--- src/rtl/core/sor_pkg.sv ---
`default_nettype none

package sor_pkg;

  localparam int PIX_W      = 32;
  localparam int CFG_ADDR_W = 4;
  localparam int WREG_W     = 6;
  localparam int HREG_W     = 13;
  localparam int ROW_W      = 12;

  localparam logic [WREG_W-1:0] WIDTH_RST  = 6'd32;
  localparam logic [HREG_W-1:0] HEIGHT_RST = 13'd32;
  localparam logic [PIX_W-1:0]  RIM_RST    = 32'hFF00_0000;
  localparam logic [HREG_W-1:0] MAX_HEIGHT = 13'd4096;

  // Command queue depth and result queue depth.
  localparam int CMD_DEPTH = 4;
  localparam int OUT_DEPTH = 3;
  localparam int OUT_CNT_W = $clog2(OUT_DEPTH + 1);

  typedef enum logic [1:0] {
    REG_WIDTH  = 2'd0,
    REG_HEIGHT = 2'd1,
    REG_RIM    = 2'd2
  } reg_idx_t;

  typedef enum logic {
    BK_RUN   = 1'b0,
    BK_FLUSH = 1'b1
  } back_state_t;

  // Classification of one accepted pixel, handed from front to back.
  typedef struct packed {
    logic solid;      // pixel counts as shape
    logic emit;       // row above this one is awaiting output
    logic up_ok;      // the awaiting row has a row above it
    logic row_end;
    logic frame_end;
  } cmd_flags_t;

endpackage

`default_nettype wire

--- src/rtl/core/sprite_outline_rim_core.sv ---
// Draws a one-pixel rim around the shape of an RGBA frame streamed in raster
// order. A pixel is shape when its alpha is nonzero and it differs from the
// rim colour; a non-shape pixel with a shape pixel left, right, above or below
// it inside the frame is replaced by the rim colour, all others pass through.
// Output pixel (x,y) leaves once input (x,y+1) has been taken, and the last
// input of a frame releases the whole final row, whose last pixel carries
// out_frame_end. The block takes one pixel per clock cycle while its command
// queue has room and delivers one result per cycle while the consumer is
// ready. At the end of a frame the back end sends the final row one pixel at
// a time, one read of the row store per cycle while the result queue has
// room, while the front keeps taking pixels of the next frame into its
// four-entry command queue. Registers: image_width at 0x0, image_height at
// 0x4, rim_colour at 0x8 (alpha, blue, green, red bytes, red lowest); write
// them only while the block is idle.
`default_nettype none

module sprite_outline_rim_core #(
  parameter int MAX_WIDTH = 32
) (
  input  wire logic                           clk,
  input  wire logic                           rst_n,
  input  wire logic                           in_valid,
  output logic                                in_ready,
  input  wire logic [7:0]                     in_red,
  input  wire logic [7:0]                     in_green,
  input  wire logic [7:0]                     in_blue,
  input  wire logic [7:0]                     in_alpha,
  output logic                                out_valid,
  input  wire logic                           out_ready,
  output logic [7:0]                          out_red,
  output logic [7:0]                          out_green,
  output logic [7:0]                          out_blue,
  output logic [7:0]                          out_alpha,
  output logic                                out_frame_end,
  input  wire logic                           psel,
  input  wire logic                           penable,
  input  wire logic                           pwrite,
  input  wire logic [sor_pkg::CFG_ADDR_W-1:0] paddr,
  input  wire logic [31:0]                    pwdata,
  output logic [31:0]                         prdata,
  output logic                                pready
);

  import sor_pkg::*;

  localparam int IDX_W   = (MAX_WIDTH > 1) ? $clog2(MAX_WIDTH) : 1;
  localparam int W_W     = IDX_W + 1;
  localparam int FLAGS_W = $bits(cmd_flags_t);
  localparam int CMD_W   = FLAGS_W + IDX_W + PIX_W;
  localparam int RES_W   = PIX_W + 1;

  logic [WREG_W-1:0] image_width_r;
  logic [HREG_W-1:0] image_height_r;
  logic [PIX_W-1:0]  rim_colour_r;
  logic              cfg_wr;
  logic [1:0]        reg_sel;

  logic [W_W-1:0]    eff_w;
  logic [HREG_W-1:0] eff_h;

  logic              cmd_push, cmd_full, cmd_empty, cmd_pop;
  cmd_flags_t        push_flags, pop_flags;
  logic [IDX_W-1:0]  push_col, pop_col;
  logic [PIX_W-1:0]  push_pix, pop_pix;
  logic [CMD_W-1:0]  cmd_wr_word, cmd_rd_word;

  logic              res_valid, res_last;
  logic [PIX_W-1:0]  res_pix;
  logic              out_full, out_empty;
  logic [OUT_CNT_W-1:0] out_cnt;
  logic [RES_W-1:0]  out_word;

  // Configuration registers.
  assign pready  = 1'b1;
  assign reg_sel = paddr[CFG_ADDR_W-1:2];
  assign cfg_wr  = psel && penable && pwrite && pready;

  always_ff @(posedge clk) begin
    if (!rst_n) begin
      image_width_r  <= WIDTH_RST;
      image_height_r <= HEIGHT_RST;
      rim_colour_r   <= RIM_RST;
    end else if (cfg_wr) begin
      case (reg_sel)
        REG_WIDTH:  image_width_r  <= pwdata[WREG_W-1:0];
        REG_HEIGHT: image_height_r <= pwdata[HREG_W-1:0];
        REG_RIM:    rim_colour_r   <= pwdata;
        default: ;
      endcase
    end
  end

  always_comb begin
    case (reg_sel)
      REG_WIDTH:  prdata = {{(32 - WREG_W){1'b0}}, image_width_r};
      REG_HEIGHT: prdata = {{(32 - HREG_W){1'b0}}, image_height_r};
      REG_RIM:    prdata = rim_colour_r;
      default:    prdata = '0;
    endcase
  end

  // Out-of-range sizes are clamped to the supported range.
  always_comb begin
    if (image_width_r == '0) begin
      eff_w = W_W'(1);
    end else if (int'(image_width_r) > MAX_WIDTH) begin
      eff_w = W_W'(MAX_WIDTH);
    end else begin
      eff_w = W_W'(image_width_r);
    end
    if (image_height_r == '0) begin
      eff_h = HREG_W'(1);
    end else if (image_height_r > MAX_HEIGHT) begin
      eff_h = MAX_HEIGHT;
    end else begin
      eff_h = image_height_r;
    end
  end

  sor_front #(
    .MAX_WIDTH (MAX_WIDTH)
  ) u_front (
    .clk       (clk),
    .rst_n     (rst_n),
    .in_valid  (in_valid),
    .in_ready  (in_ready),
    .in_pix    ({in_alpha, in_blue, in_green, in_red}),
    .eff_w     (eff_w),
    .eff_h     (eff_h),
    .rim       (rim_colour_r),
    .cmd_full  (cmd_full),
    .cmd_push  (cmd_push),
    .cmd_flags (push_flags),
    .cmd_col   (push_col),
    .cmd_pix   (push_pix)
  );

  assign cmd_wr_word = {push_flags, push_col, push_pix};
  assign {pop_flags, pop_col, pop_pix} = cmd_rd_word;

  sor_fifo #(
    .DATA_W (CMD_W),
    .DEPTH  (CMD_DEPTH)
  ) u_cmd_q (
    .clk       (clk),
    .rst_n     (rst_n),
    .push      (cmd_push),
    .push_data (cmd_wr_word),
    .full      (cmd_full),
    .pop       (cmd_pop),
    .pop_data  (cmd_rd_word),
    .empty     (cmd_empty),
    .count     ()
  );

  sor_back #(
    .MAX_WIDTH (MAX_WIDTH)
  ) u_back (
    .clk       (clk),
    .rst_n     (rst_n),
    .cmd_valid (!cmd_empty),
    .cmd_ready (cmd_pop),
    .cmd_flags (pop_flags),
    .cmd_col   (pop_col),
    .cmd_pix   (pop_pix),
    .eff_w     (eff_w),
    .rim       (rim_colour_r),
    .out_cnt   (out_cnt),
    .res_valid (res_valid),
    .res_pix   (res_pix),
    .res_last  (res_last)
  );

  sor_fifo #(
    .DATA_W (RES_W),
    .DEPTH  (OUT_DEPTH)
  ) u_out_q (
    .clk       (clk),
    .rst_n     (rst_n),
    .push      (res_valid),
    .push_data ({res_pix, res_last}),
    .full      (out_full),
    .pop       (out_valid && out_ready),
    .pop_data  (out_word),
    .empty     (out_empty),
    .count     (out_cnt)
  );

  // The back end never issues into a full result queue, so full only gates
  // the push inside the queue.
  assign out_valid = !out_empty && !(out_full && 1'b0);
  assign {out_alpha, out_blue, out_green, out_red, out_frame_end} = out_word;

endmodule

`default_nettype wire

--- src/rtl/core/sor_fifo.sv ---
`default_nettype none

module sor_fifo #(
  parameter int DATA_W = 8,
  parameter int DEPTH  = 4
) (
  input  wire logic                       clk,
  input  wire logic                       rst_n,
  input  wire logic                       push,
  input  wire logic [DATA_W-1:0]          push_data,
  output logic                            full,
  input  wire logic                       pop,
  output logic [DATA_W-1:0]               pop_data,
  output logic                            empty,
  output logic [$clog2(DEPTH+1)-1:0]      count
);

  localparam int PTR_W = (DEPTH > 1) ? $clog2(DEPTH) : 1;
  localparam int CNT_W = $clog2(DEPTH + 1);

  logic [DATA_W-1:0] store_r [DEPTH];
  logic [PTR_W-1:0]  wr_ptr_r, wr_ptr_nxt;
  logic [PTR_W-1:0]  rd_ptr_r, rd_ptr_nxt;
  logic [CNT_W-1:0]  cnt_r, cnt_nxt;
  logic              do_push, do_pop;

  assign full     = (cnt_r == CNT_W'(DEPTH));
  assign empty    = (cnt_r == '0);
  assign count    = cnt_r;
  assign pop_data = store_r[rd_ptr_r];
  assign do_push  = push && !full;
  assign do_pop   = pop && !empty;

  always_comb begin
    wr_ptr_nxt = wr_ptr_r;
    rd_ptr_nxt = rd_ptr_r;
    cnt_nxt    = cnt_r;
    if (do_push) begin
      wr_ptr_nxt = (wr_ptr_r == PTR_W'(DEPTH - 1)) ? '0 : wr_ptr_r + PTR_W'(1);
    end
    if (do_pop) begin
      rd_ptr_nxt = (rd_ptr_r == PTR_W'(DEPTH - 1)) ? '0 : rd_ptr_r + PTR_W'(1);
    end
    if (do_push && !do_pop) begin
      cnt_nxt = cnt_r + CNT_W'(1);
    end else if (do_pop && !do_push) begin
      cnt_nxt = cnt_r - CNT_W'(1);
    end
  end

  always_ff @(posedge clk) begin
    if (!rst_n) begin
      wr_ptr_r <= '0;
      rd_ptr_r <= '0;
      cnt_r    <= '0;
    end else begin
      wr_ptr_r <= wr_ptr_nxt;
      rd_ptr_r <= rd_ptr_nxt;
      cnt_r    <= cnt_nxt;
    end
  end

  always_ff @(posedge clk) begin
    if (do_push) begin
      store_r[wr_ptr_r] <= push_data;
    end
  end

endmodule

`default_nettype wire

--- src/rtl/core/sor_front.sv ---
`default_nettype none

module sor_front #(
  parameter int MAX_WIDTH = 32
) (
  input  wire logic                                         clk,
  input  wire logic                                         rst_n,
  input  wire logic                                         in_valid,
  output logic                                              in_ready,
  input  wire logic [sor_pkg::PIX_W-1:0]                    in_pix,
  input  wire logic [((MAX_WIDTH > 1) ? $clog2(MAX_WIDTH) : 1):0] eff_w,
  input  wire logic [sor_pkg::HREG_W-1:0]                   eff_h,
  input  wire logic [sor_pkg::PIX_W-1:0]                    rim,
  input  wire logic                                         cmd_full,
  output logic                                              cmd_push,
  output sor_pkg::cmd_flags_t                               cmd_flags,
  output logic [((MAX_WIDTH > 1) ? $clog2(MAX_WIDTH) : 1)-1:0] cmd_col,
  output logic [sor_pkg::PIX_W-1:0]                         cmd_pix
);

  import sor_pkg::*;

  localparam int IDX_W = (MAX_WIDTH > 1) ? $clog2(MAX_WIDTH) : 1;
  localparam int W_W   = IDX_W + 1;

  logic [IDX_W-1:0]  col_r, col_nxt;
  logic [ROW_W-1:0]  row_r, row_nxt;
  logic [W_W-1:0]    col_p1;
  logic [HREG_W-1:0] row_p1;
  logic              accept;
  logic              row_end;
  logic              frame_end;

  assign in_ready = !cmd_full;
  assign accept   = in_valid && in_ready;
  assign cmd_push = accept;
  assign cmd_pix  = in_pix;

  assign col_p1    = {1'b0, col_r} + W_W'(1);
  assign row_p1    = {1'b0, row_r} + HREG_W'(1);
  assign row_end   = (col_p1 >= eff_w);
  assign frame_end = row_end && (row_p1 >= eff_h);

  // A column left over from a wider setting lands on the last column.
  assign cmd_col = ({1'b0, col_r} >= eff_w) ? IDX_W'(eff_w - W_W'(1)) : col_r;

  always_comb begin
    cmd_flags.solid     = (in_pix[31:24] != 8'd0) && (in_pix != rim);
    cmd_flags.emit      = (row_r != '0);
    cmd_flags.up_ok     = (row_r > ROW_W'(1));
    cmd_flags.row_end   = row_end;
    cmd_flags.frame_end = frame_end;
  end

  always_comb begin
    col_nxt = col_r;
    row_nxt = row_r;
    if (accept) begin
      if (frame_end) begin
        col_nxt = '0;
        row_nxt = '0;
      end else if (row_end) begin
        col_nxt = '0;
        row_nxt = row_p1[ROW_W-1:0];
      end else begin
        col_nxt = col_p1[IDX_W-1:0];
      end
    end
  end

  always_ff @(posedge clk) begin
    if (!rst_n) begin
      col_r <= '0;
      row_r <= '0;
    end else begin
      col_r <= col_nxt;
      row_r <= row_nxt;
    end
  end

endmodule

`default_nettype wire

--- src/rtl/core/sor_back.sv ---
`default_nettype none

module sor_back #(
  parameter int MAX_WIDTH = 32
) (
  input  wire logic                                         clk,
  input  wire logic                                         rst_n,
  input  wire logic                                         cmd_valid,
  output logic                                              cmd_ready,
  input  wire sor_pkg::cmd_flags_t                          cmd_flags,
  input  wire logic [((MAX_WIDTH > 1) ? $clog2(MAX_WIDTH) : 1)-1:0] cmd_col,
  input  wire logic [sor_pkg::PIX_W-1:0]                    cmd_pix,
  input  wire logic [((MAX_WIDTH > 1) ? $clog2(MAX_WIDTH) : 1):0] eff_w,
  input  wire logic [sor_pkg::PIX_W-1:0]                    rim,
  input  wire logic [sor_pkg::OUT_CNT_W-1:0]                out_cnt,
  output logic                                              res_valid,
  output logic [sor_pkg::PIX_W-1:0]                         res_pix,
  output logic                                              res_last
);

  import sor_pkg::*;

  localparam int IDX_W = (MAX_WIDTH > 1) ? $clog2(MAX_WIDTH) : 1;
  localparam int W_W   = IDX_W + 1;

  back_state_t state_r, state_nxt;

  logic [PIX_W-1:0]     pix_mem [MAX_WIDTH];
  logic [MAX_WIDTH-1:0] above_r, pend_r, inc_r, inc_nxt;
  logic [IDX_W-1:0]     fidx_r;
  logic                 fup_r;

  logic                 b_valid_r;
  logic                 b_rim_r;
  logic                 b_last_r;
  logic [PIX_W-1:0]     rd_r;

  logic [OUT_CNT_W:0]   occ;
  logic                 space;
  logic                 run_go, flush_go, issue;

  logic [IDX_W-1:0]     j_idx;
  logic [MAX_WIDTH-1:0] j_mid;
  logic                 j_vert;
  logic [W_W-1:0]       idxp1;
  logic                 left_hit, right_hit, rim_sel, is_last;

  // Results in flight plus those queued must leave room for one more.
  assign occ   = {1'b0, out_cnt} + {{OUT_CNT_W{1'b0}}, b_valid_r};
  assign space = (occ < (OUT_CNT_W + 1)'(OUT_DEPTH));

  always_comb begin
    state_nxt = state_r;
    case (state_r)
      BK_RUN: begin
        if (run_go && cmd_flags.frame_end) begin
          state_nxt = BK_FLUSH;
        end
      end
      BK_FLUSH: begin
        if (flush_go && is_last) begin
          state_nxt = BK_RUN;
        end
      end
      default: state_nxt = BK_RUN;
    endcase
  end

  always_comb begin
    cmd_ready = 1'b0;
    flush_go  = 1'b0;
    case (state_r)
      BK_RUN:   cmd_ready = cmd_valid && (space || !cmd_flags.emit);
      BK_FLUSH: flush_go  = space;
      default: begin
        cmd_ready = 1'b0;
        flush_go  = 1'b0;
      end
    endcase
  end

  assign run_go = cmd_ready;
  assign issue  = (run_go && cmd_flags.emit) || flush_go;

  // While running, a pixel of the awaiting row is judged against the row above
  // and the new pixel below it. While flushing, the last row is judged against its own pixels and the row above.
  always_comb begin
    if (state_r == BK_FLUSH) begin
      j_idx  = fidx_r;
      j_mid  = inc_r;
      j_vert = fup_r && pend_r[fidx_r];
    end else begin
      j_idx  = cmd_col;
      j_mid  = pend_r;
      j_vert = (cmd_flags.up_ok && above_r[cmd_col]) || cmd_flags.solid;
    end
  end

  assign idxp1     = {1'b0, j_idx} + W_W'(1);
  assign left_hit  = (j_idx != '0) ? j_mid[j_idx - IDX_W'(1)] : 1'b0;
  assign right_hit = (idxp1 < eff_w) ? j_mid[idxp1[IDX_W-1:0]] : 1'b0;
  assign rim_sel   = !j_mid[j_idx] && (j_vert || left_hit || right_hit);
  assign is_last   = (idxp1 == eff_w);

  always_comb begin
    inc_nxt = inc_r;
    if (run_go) begin
      inc_nxt[cmd_col] = cmd_flags.solid;
    end
  end

  always_ff @(posedge clk) begin
    if (!rst_n) begin
      state_r   <= BK_RUN;
      above_r   <= '0;
      pend_r    <= '0;
      inc_r     <= '0;
      fidx_r    <= '0;
      fup_r     <= 1'b0;
      b_valid_r <= 1'b0;
    end else begin
      state_r   <= state_nxt;
      inc_r     <= inc_nxt;
      b_valid_r <= issue;
      if (run_go && cmd_flags.frame_end) begin
        fidx_r <= '0;
        fup_r  <= cmd_flags.emit;
      end else if (run_go && cmd_flags.row_end) begin
        above_r <= pend_r;
        pend_r  <= inc_nxt;
      end else if (flush_go) begin
        fidx_r <= idxp1[IDX_W-1:0];
      end
    end
  end

  // The read returns the colour stored before this cycle's write.
  always_ff @(posedge clk) begin
    if (run_go) begin
      pix_mem[cmd_col] <= cmd_pix;
    end
    if (issue) begin
      rd_r <= pix_mem[j_idx];
    end
  end

  always_ff @(posedge clk) begin
    if (issue) begin
      b_rim_r  <= rim_sel;
      b_last_r <= flush_go && is_last;
    end
  end

  assign res_valid = b_valid_r;
  assign res_pix   = b_rim_r ? rim : rd_r;
  assign res_last  = b_last_r;

endmodule

`default_nettype wire

--- config.mk ---
export PLATFORM = sky130hd
export DESIGN_NAME = sprite_outline_rim_core
export DESIGN_NICKNAME = d
export VERILOG_FILES = /design/src/rtl/core/sor_pkg.sv /design/src/rtl/core/sprite_outline_rim_core.sv /design/src/rtl/core/sor_fifo.sv /design/src/rtl/core/sor_front.sv /design/src/rtl/core/sor_back.sv
export SDC_FILE = /design/constraint.sdc
export NUM_CORES = 2
export LEC_CHECK = 0
export BUFFER_PORTS_ARGS = -buffer_cell sky130_fd_sc_hd__buf_2
export CORE_AREA = 2 2 462 464
export CTS_CLUSTER_SIZE = 16
export DETAILED_ROUTE_END_ITERATION = 7
export DIE_AREA = 0 0 464 466
export PLACE_DENSITY = 0.55
export SETUP_SLACK_MARGIN = 0.4
export SLEW_MARGIN = 10
export SYNTH_ARGS = -nofsm -noshare
export SYNTH_HDL_FRONTEND = slang
export SYNTH_SLANG_ARGS = --single-unit
--- constraint.sdc ---
create_clock -name clk -period 4.9 [get_ports clk]
set_input_delay 0.245 -clock clk [delete_from_list [all_inputs] [get_ports clk]]
set_output_delay 0.245 -clock clk [all_outputs]
set_load 0.02 [all_outputs]
Yosys cells after proc, flatten, opt, wreduce, memory -nomap -nowiden

Memory sizes are Yosys's and may differ from the RTL's. A register that Yosys moved wholly into a read port is not among the register bits.
Index checks and enable logic that the tools add are counted.

Reduce and logical (&&, ||, !) cells: 56
Equal/unequal tests: 10
Mux-type cells: 53
Shift-type cells: 0
$lt $le $gt $ge: 14
Multiply operators: 0
$add $sub $neg: 14
Div/mod/pow operators: 0
Bitwise logic cells: 4

Operator list:

| operator              | count |
|---|---|
| $mux 32               | 3 |
| $pmux 32 s3           | 1 |
| $bwmux 32             | 1 |
| $ne 32x32->1          | 1 |
| $lt 5x6->1 const B    | 5 |
| $mux 13               | 2 |
| $bmux 1 s5            | 5 |
| $mux 12               | 2 |
| $logic_and 1x1->1     | 23 |
| $mux 2                | 10 |
| $mux 5                | 4 |
| $mux 1                | 19 |
| $add 12x1->13 const B | 1 |
| $ge 13x13->1          | 1 |
| $gt 13x13->1 const B  | 1 |
| $logic_not 13->1      | 1 |
| $add 5x1->6 const B   | 2 |
| $eq 2x2->1 const B    | 6 |
| $gt 12x1->1 const B   | 1 |
| $mux 6                | 2 |
| $reduce_and 2->1      | 6 |
| $reduce_bool 12->1    | 1 |
| $add 2x1->2 const B   | 5 |
| $logic_not 1->1       | 10 |
| other kinds (26)      | 38 |

RAM bits: 1291
Input bits: 75
Memories kept: 3
Bits in latches: 0
Memory bits (read-only): 0
Flip-flop bits (word level): 187

Memory list:

| memory          | words | bits a word | rd ports | clocked after memory_dff | write ports | line           | source |
|---|---|---|---|---|---|---|---|
| u_back.pix_mem  | 32    | 32          | 1        | 1                        | 1           | sor_back.sv:28 | `logic [PIX_W-1:0] pix_mem [MAX_WIDTH];` |
| u_cmd_q.store_r | 4     | 42          | 1        | 1                        | 1           | sor_fifo.sv:21 | `logic [DATA_W-1:0] store_r [DEPTH];` |
| u_out_q.store_r | 3     | 33          | 1        | 1                        | 1           | sor_fifo.sv:21 |  |

Logic depth before layout (Yosys ltp)

Depth after elaboration: 9
Depth in mapped cells: 17
Mapped depth without buffers: 14

Cells and area by module

A second synthesis with hierarchy kept.

Cell total of the unflattened synthesis: 4899
Area, all modules: 63313.2 µm²

Modules (own cells, without submodules):

| module                  | area an instance (µm²) | cells an instance | times used |
|---|---|---|---|
| sor_back                | 47961.0                | 3816              | 1 |
| sor_fifo at u_cmd_q     | 6593.8                 | 271               | 1 |
| sor_fifo at u_out_q     | 3986.3                 | 242               | 1 |
| sprite_outline_rim_core | 2486.1                 | 288               | 1 |
| sor_front               | 2285.9                 | 282               | 1 |

Worst setup path before layout

OpenSTA, ideal clock, no wires.

Path kind: register to register
Start: register u_out_q.cnt_r[0] (netlist: u_out_q.count[0])
End: register u_back.pend_r[28]
Stages on the path, launching flop included: 12
Path slack: 0.815 ns
Arrival time: 3.969 ns
Buffers on the path: 1
Cells stage by stage: dfxtp_1 > ha_1 > ha_1 > a21o_1 > a211oi_2 > inv_1 > or3_1 > clkbuf_1 > nor2_1 > mux2i_1 > nand2_1 > o211a_1

Longest elaborated chain between the ends: 8
Elaborated cells between the ends (all ways): 10
Those cells by class: add/sub: 1; order compare: 1; mux: 2; bitwise: 1; reduce/logical: 5

Ends and longest elaborated chain:

| element                           | line            | source |
|---|---|---|
| start, declared                   | sor_fifo.sv:24  | `logic [CNT_W-1:0] cnt_r, cnt_nxt;` |
| start signal, assigned            | sor_fifo.sv:59  | `cnt_r <= cnt_nxt;` |
| $add 2x1->3 *                     | sor_back.sv:49  | `assign occ = {1'b0, out_cnt} + {{OUT_CNT_W{1'b0}}, b_valid_r};` |
| $lt 3x2->1 *                      | sor_back.sv:50  | `assign space = (occ < (OUT_CNT_W + 1)'(OUT_DEPTH));` |
| $logic_or 1x1->1 *                | sor_back.sv:73  | `BK_RUN: cmd_ready = cmd_valid && (space \|\| !cmd_flags.emit);` |
| $logic_and 1x1->1 *               | sor_back.sv:73  |  |
| $mux 1 *                          | sor_back.sv:72  | `case (state_r)` |
| $logic_and 1x1->1                 | sor_back.sv:125 | `if (run_go && cmd_flags.frame_end) begin` |
| $not 1->1 (no source line)        | --              |  |
| $reduce_and 2->1 (no source line) | --              |  |
| end signal, assigned              | sor_back.sv:130 | `pend_r <= inc_nxt;` |
| end, declared                     | sor_back.sv:29  | `logic [MAX_WIDTH-1:0] above_r, pend_r, inc_r, inc_nxt;` |

Every way passes the cells marked *; elsewhere a longest branch is shown, timed or not.
A chain may end at the register's enable or synchronous reset.

==> flow_summary.rst <==
.. list-table::
   :header-rows: 1

   * - Metric
     - Value
   * - Required arrival time at the worst endpoint
     - 5.55 ns
   * - Share of synthesized area spent on multiplexers
     - 6.06%
   * - Core footprint
     - 0.211 mm²
   * - Count of flip-flops with a built-in enable after synthesis
     - 1325
   * - Simple-gate share of the synthesized area
     - 13.6%
   * - Number of failing setup endpoints in the final timing report
     - 0
   * - Startpoint type of the worst setup path
     - register
   * - # DRC
     - 0
   * - Leak pwr
     - 0.0249 µW
   * - Area growth syn-to-layout
     - 15.6%
   * - H-tree lvl count
     - 4
   * - Max Used Layer
     - met5
   * - Max VDD drop
     - 554 µV
   * - Post-synthesis xor/xnor area fraction
     - 0.831%
   * - Post-synthesis instance area
     - 0.0631 mm²
   * - Top FF cell, synth
     - sky130_fd_sc_hd__edfxtp_1
   * - Worst Max-Slew Pin Slew
     - 1.14 ns
   * - Net Count, Synth
     - 4974
   * - Nets@finish
     - 5114
   * - Post-detailed-route via-to-cell ratio
     - 5.03
   * - Routed wire length
     - 170 mm
   * - Post-route met1 wirelength
     - 76.8 mm
   * - Max Fanout on Critical Path
     - 85
   * - Die footprint
     - 0.216 mm²
   * - Clock tree from TritonCTS
     - done
   * - WS Path Type
     - register to register
   * - Total number of clock tree sinks
     - 1514
   * - Worst slew margin
     - 23.8%
   * - Detailed-router iteration count before antenna repair
     - 5
   * - Syn. warnings
     - 0
   * - Status
     - finished clean
   * - Largest net degree at the start of global routing
     - 139
   * - Num ports
     - 143
   * - Total length of routed met3 wires
     - 9.16 mm
   * - Synth Instances
     - 4852
   * - Cell type with the largest total area after synthesis
     - sky130_fd_sc_hd__edfxtp_1
   * - Power density cells
     - 622 mW/mm²
   * - Pre-CTS worst setup slack
     - 1.04 ns
   * - Final clock period utilization by the worst path
     - 77.6%
   * - Height of the chip
     - 466 µm
   * - Timing-limited maximum frequency
     - 0.263 GHz
   * - Clock slew at reported path FFs
     - 0.06 ns
   * - Number of standard-cell rows in the floorplan
     - 169
   * - Gr ovfl total
     - 0
   * - Largest buffer count on any clock path
     - 3
   * - Final HPWL from detailed placement
     - 96.4 mm
   * - Hold violation count in the final report
     - 0
   * - Average cell area after synthesis
     - 13.0 µm²
   * - Count of vias placed by the detailed router
     - 39900
   * - CTS Root Buffer Type
     - sky130_fd_sc_hd__clkbuf_16
   * - Met2 Wirelength
     - 80.7 mm
   * - Count of buffers inserted at the top-level ports
     - 139
   * - Count of maximum capacitance violations
     - 0
   * - Post-CTS setup buffer count
     - 0
   * - Fraction of layout instances using a drive strength above 1
     - 12.5%
   * - Flip-flop and latch count after synthesis
     - 1514
   * - Hold Crit Class
     - input pin to register
   * - Part of the Yosys area used for sequential elements
     - 69.1%
   * - Initial drt markers
     - 3411
   * - Antenna violations before repair
     - 8
   * - Leading cell types by total area after synthesis
     - sky130_fd_sc_hd__edfxtp_1 63%, sky130_fd_sc_hd__nand2_1 7.9%, sky130_fd_sc_hd__dfxtp_1 6.0%
   * - Antenna Nets Post-Route
     - 0
   * - Setup repair after global routing missed its margin
     - no
   * - Avg WL per Cell
     - 21.5 µm
   * - Initial core utilization
     - 29.9%
   * - Horizontal die dimension
     - 464 µm
   * - Share of synthesized cell area in full adder, half adder and majority cells
     - 0.944%
   * - Vias in the first global route
     - 38700
   * - Largest family of logic cells by synthesized area
     - simple AND/OR/NAND/NOR gates
   * - Post-route minimum period
     - 3.80 ns
   * - Unique cell type count in the Yosys netlist
     - 55
   * - Filler Cell Count
     - 20400
   * - Endpoint class of the critical path
     - register
   * - Clock insertion delay at the later pin of the skew report
     - 0.80 ns
   * - Tightest hold margin
     - 0.0800 ns
   * - Proportion of register bits with asynchronous set or reset after synthesis
     - 0%
   * - Arrival time at the worst endpoint
     - 4.45 ns
   * - Skew final
     - 0.0268 ns
   * - TNS Setup
     - 0 ns
   * - Final-report max-slew violation count
     - 0
   * - Worst path setup slack after routing
     - 1.10 ns
   * - GR Util All Layers
     - 15.3%
   * - Post-synthesis compound-gate area fraction
     - 7.30%
   * - Cts bufs inserted
     - 154
   * - Wire length of the first global-routing pass
     - 253 mm
   * - Final GP Congestion
     - 0.829
   * - Share of Yosys cell area claimed by the top area cell type
     - 63.1%
-- final timing paths --
kind	cells after the start	startpoint	to	slack, ns
worst min-delay path	5	pwrite	image_height_r[2]	0.08
worst min register to register	2	u_back.above_r[7]	u_back.above_r[7]	0.46
worst max-delay path	10	register	u_back.rd_r[30]	1.10
worst max register to register	10	register	u_back.rd_r[30]	1.10
-- layout by cell type (no fill, tap or decap), types with 25 or more instances in the layout --
cell,synthesis,routed
sky130_fd_sc_hd__ha_1,46,46
sky130_fd_sc_hd__dfxtp_1,189,183
sky130_fd_sc_hd__o21ai_0,50,50
sky130_fd_sc_hd__nand3_1,282,282
sky130_fd_sc_hd__a21oi_1,58,58
sky130_fd_sc_hd__nor2b_1,67,66
sky130_fd_sc_hd__nand2_1,1335,1334
sky130_fd_sc_hd__dlygate4sd3_1,0,68
sky130_fd_sc_hd__buf_4,5,88
sky130_fd_sc_hd__nor2_1,57,25
sky130_fd_sc_hd__xor2_1,44,44
sky130_fd_sc_hd__nor2_4,0,32
sky130_fd_sc_hd__mux4_2,67,67
sky130_fd_sc_hd__edfxtp_1,1325,1325
sky130_fd_sc_hd__mux2i_1,164,162
sky130_fd_sc_hd__a311oi_1,192,192
sky130_fd_sc_hd__mux2_2,53,53
sky130_fd_sc_hd__clkbuf_16,0,156
sky130_fd_sc_hd__a211oi_1,47,47
sky130_fd_sc_hd__and3_1,141,137
sky130_fd_sc_hd__clkbuf_1,264,44
sky130_fd_sc_hd__a21boi_0,80,80
sky130_fd_sc_hd__a21o_1,34,34
sky130_fd_sc_hd__a31oi_1,67,67
sky130_fd_sc_hd__o211a_1,32,32
sky130_fd_sc_hd__buf_2,35,138
-- per-stage QoR --
stage               area [µm²]  utilization [%]  total power, µW  std cells
global placement         67400             31.9            34100       7589
floorplan                63100                -            28400       4852
finish                   72900             34.5            45400       7930
CTS                      72900             34.5            45700       7928
global route             72900             34.5            47800       7929
detailed placement       67400             31.9            34300       7589
-- flip-flops by register name (all words and copies together) (netlist names), 3 cells and up, named ones only --
name / count
image_height_r: 13
image_width_r: 6
rim_colour_r: 32
u_back.above_r: 32
u_back.fidx_r: 5
u_back.inc_r: 32
u_back.pend_r: 32
u_back.pix_mem: 1024
u_back.rd_r: 32
u_cmd_q.count: 3
u_cmd_q.store_r: 168
u_front.col_r: 5
u_front.row_r: 12
u_out_q.store_r: 99
-- report_power, final --
| part | switching, µW | internal [µW] | total [µW] |
|---|---|---|---|
| clock | 4910 | 6420 | 11300 |
| sequential | 812 | 16900 | 17700 |
| combinational | 11200 | 5140 | 16400 |
-- metal layers --
layer	vias to the layer above	global-route usage (%)
met5	-	0
met4	2	4.06
met3	236	2.50
met2	1107	25.1
met1	20300	21.1
li1	18200	-
-- logic make-up after synthesis --
logic type,count (synthesis)
AND/OR/NAND/NOR,1979
flip-flops,1514
AO/OA/AOI/OAI,612
buffers and inverters,352
multiplexers,288
XOR/XNOR,59
adder cells (fa/ha/maj),47
other,1
-- cells in the mapped netlist, types with 28 or more instances --
cell,count
sky130_fd_sc_hd__clkbuf_1,264
sky130_fd_sc_hd__a31oi_1,67
sky130_fd_sc_hd__nand2_1,1335
sky130_fd_sc_hd__a311oi_1,192
sky130_fd_sc_hd__a21boi_0,80
sky130_fd_sc_hd__buf_1,28
sky130_fd_sc_hd__dfxtp_1,189
sky130_fd_sc_hd__mux4_2,67
sky130_fd_sc_hd__a21o_1,34
sky130_fd_sc_hd__xor2_1,44
sky130_fd_sc_hd__mux2i_1,164
sky130_fd_sc_hd__ha_1,46
sky130_fd_sc_hd__nor2b_1,67
sky130_fd_sc_hd__a211oi_1,47
sky130_fd_sc_hd__and3_1,141
sky130_fd_sc_hd__edfxtp_1,1325
sky130_fd_sc_hd__nor2_1,57
sky130_fd_sc_hd__o21ai_0,50
sky130_fd_sc_hd__nand3_1,282
sky130_fd_sc_hd__o211a_1,32
sky130_fd_sc_hd__mux2_2,53
sky130_fd_sc_hd__buf_2,35
sky130_fd_sc_hd__a21oi_1,58
-- final cells by class --
cell class                 instances  area (µm²)  area share [%]
tap                             2821        3530            4.84
clock buffer                     208        4180            5.73
inverter                          20        90.1           0.124
timing repair buffer             316        2470            3.39
sequential                      1514       43600            59.8
antenna                            2        5.00         0.00686
clock inverter                    63         627           0.860
multi-input combinational       2986       18400            25.3
-- worst max-delay path, cell delays in order (launching register included) --
cell,delay [ns]
sky130_fd_sc_hd__dfxtp_4,0.50
sky130_fd_sc_hd__mux4_2,0.60
sky130_fd_sc_hd__mux2i_4,0.28
sky130_fd_sc_hd__buf_12,0.30
sky130_fd_sc_hd__buf_12,0.35
sky130_fd_sc_hd__nand2_1,0.09
sky130_fd_sc_hd__and3_1,0.17
sky130_fd_sc_hd__a311oi_1,0.24
sky130_fd_sc_hd__a31oi_1,0.08
sky130_fd_sc_hd__a211oi_1,0.82
sky130_fd_sc_hd__a21o_1,0.14
-- repair_timing --
item,CTS,global route
hold buffers,68,0
endpoints found under the setup margin,0,0
gates resized for setup,0,0
hold endpoints to repair,186,0
No activity file was read; power rests on OpenSTA's default activity.
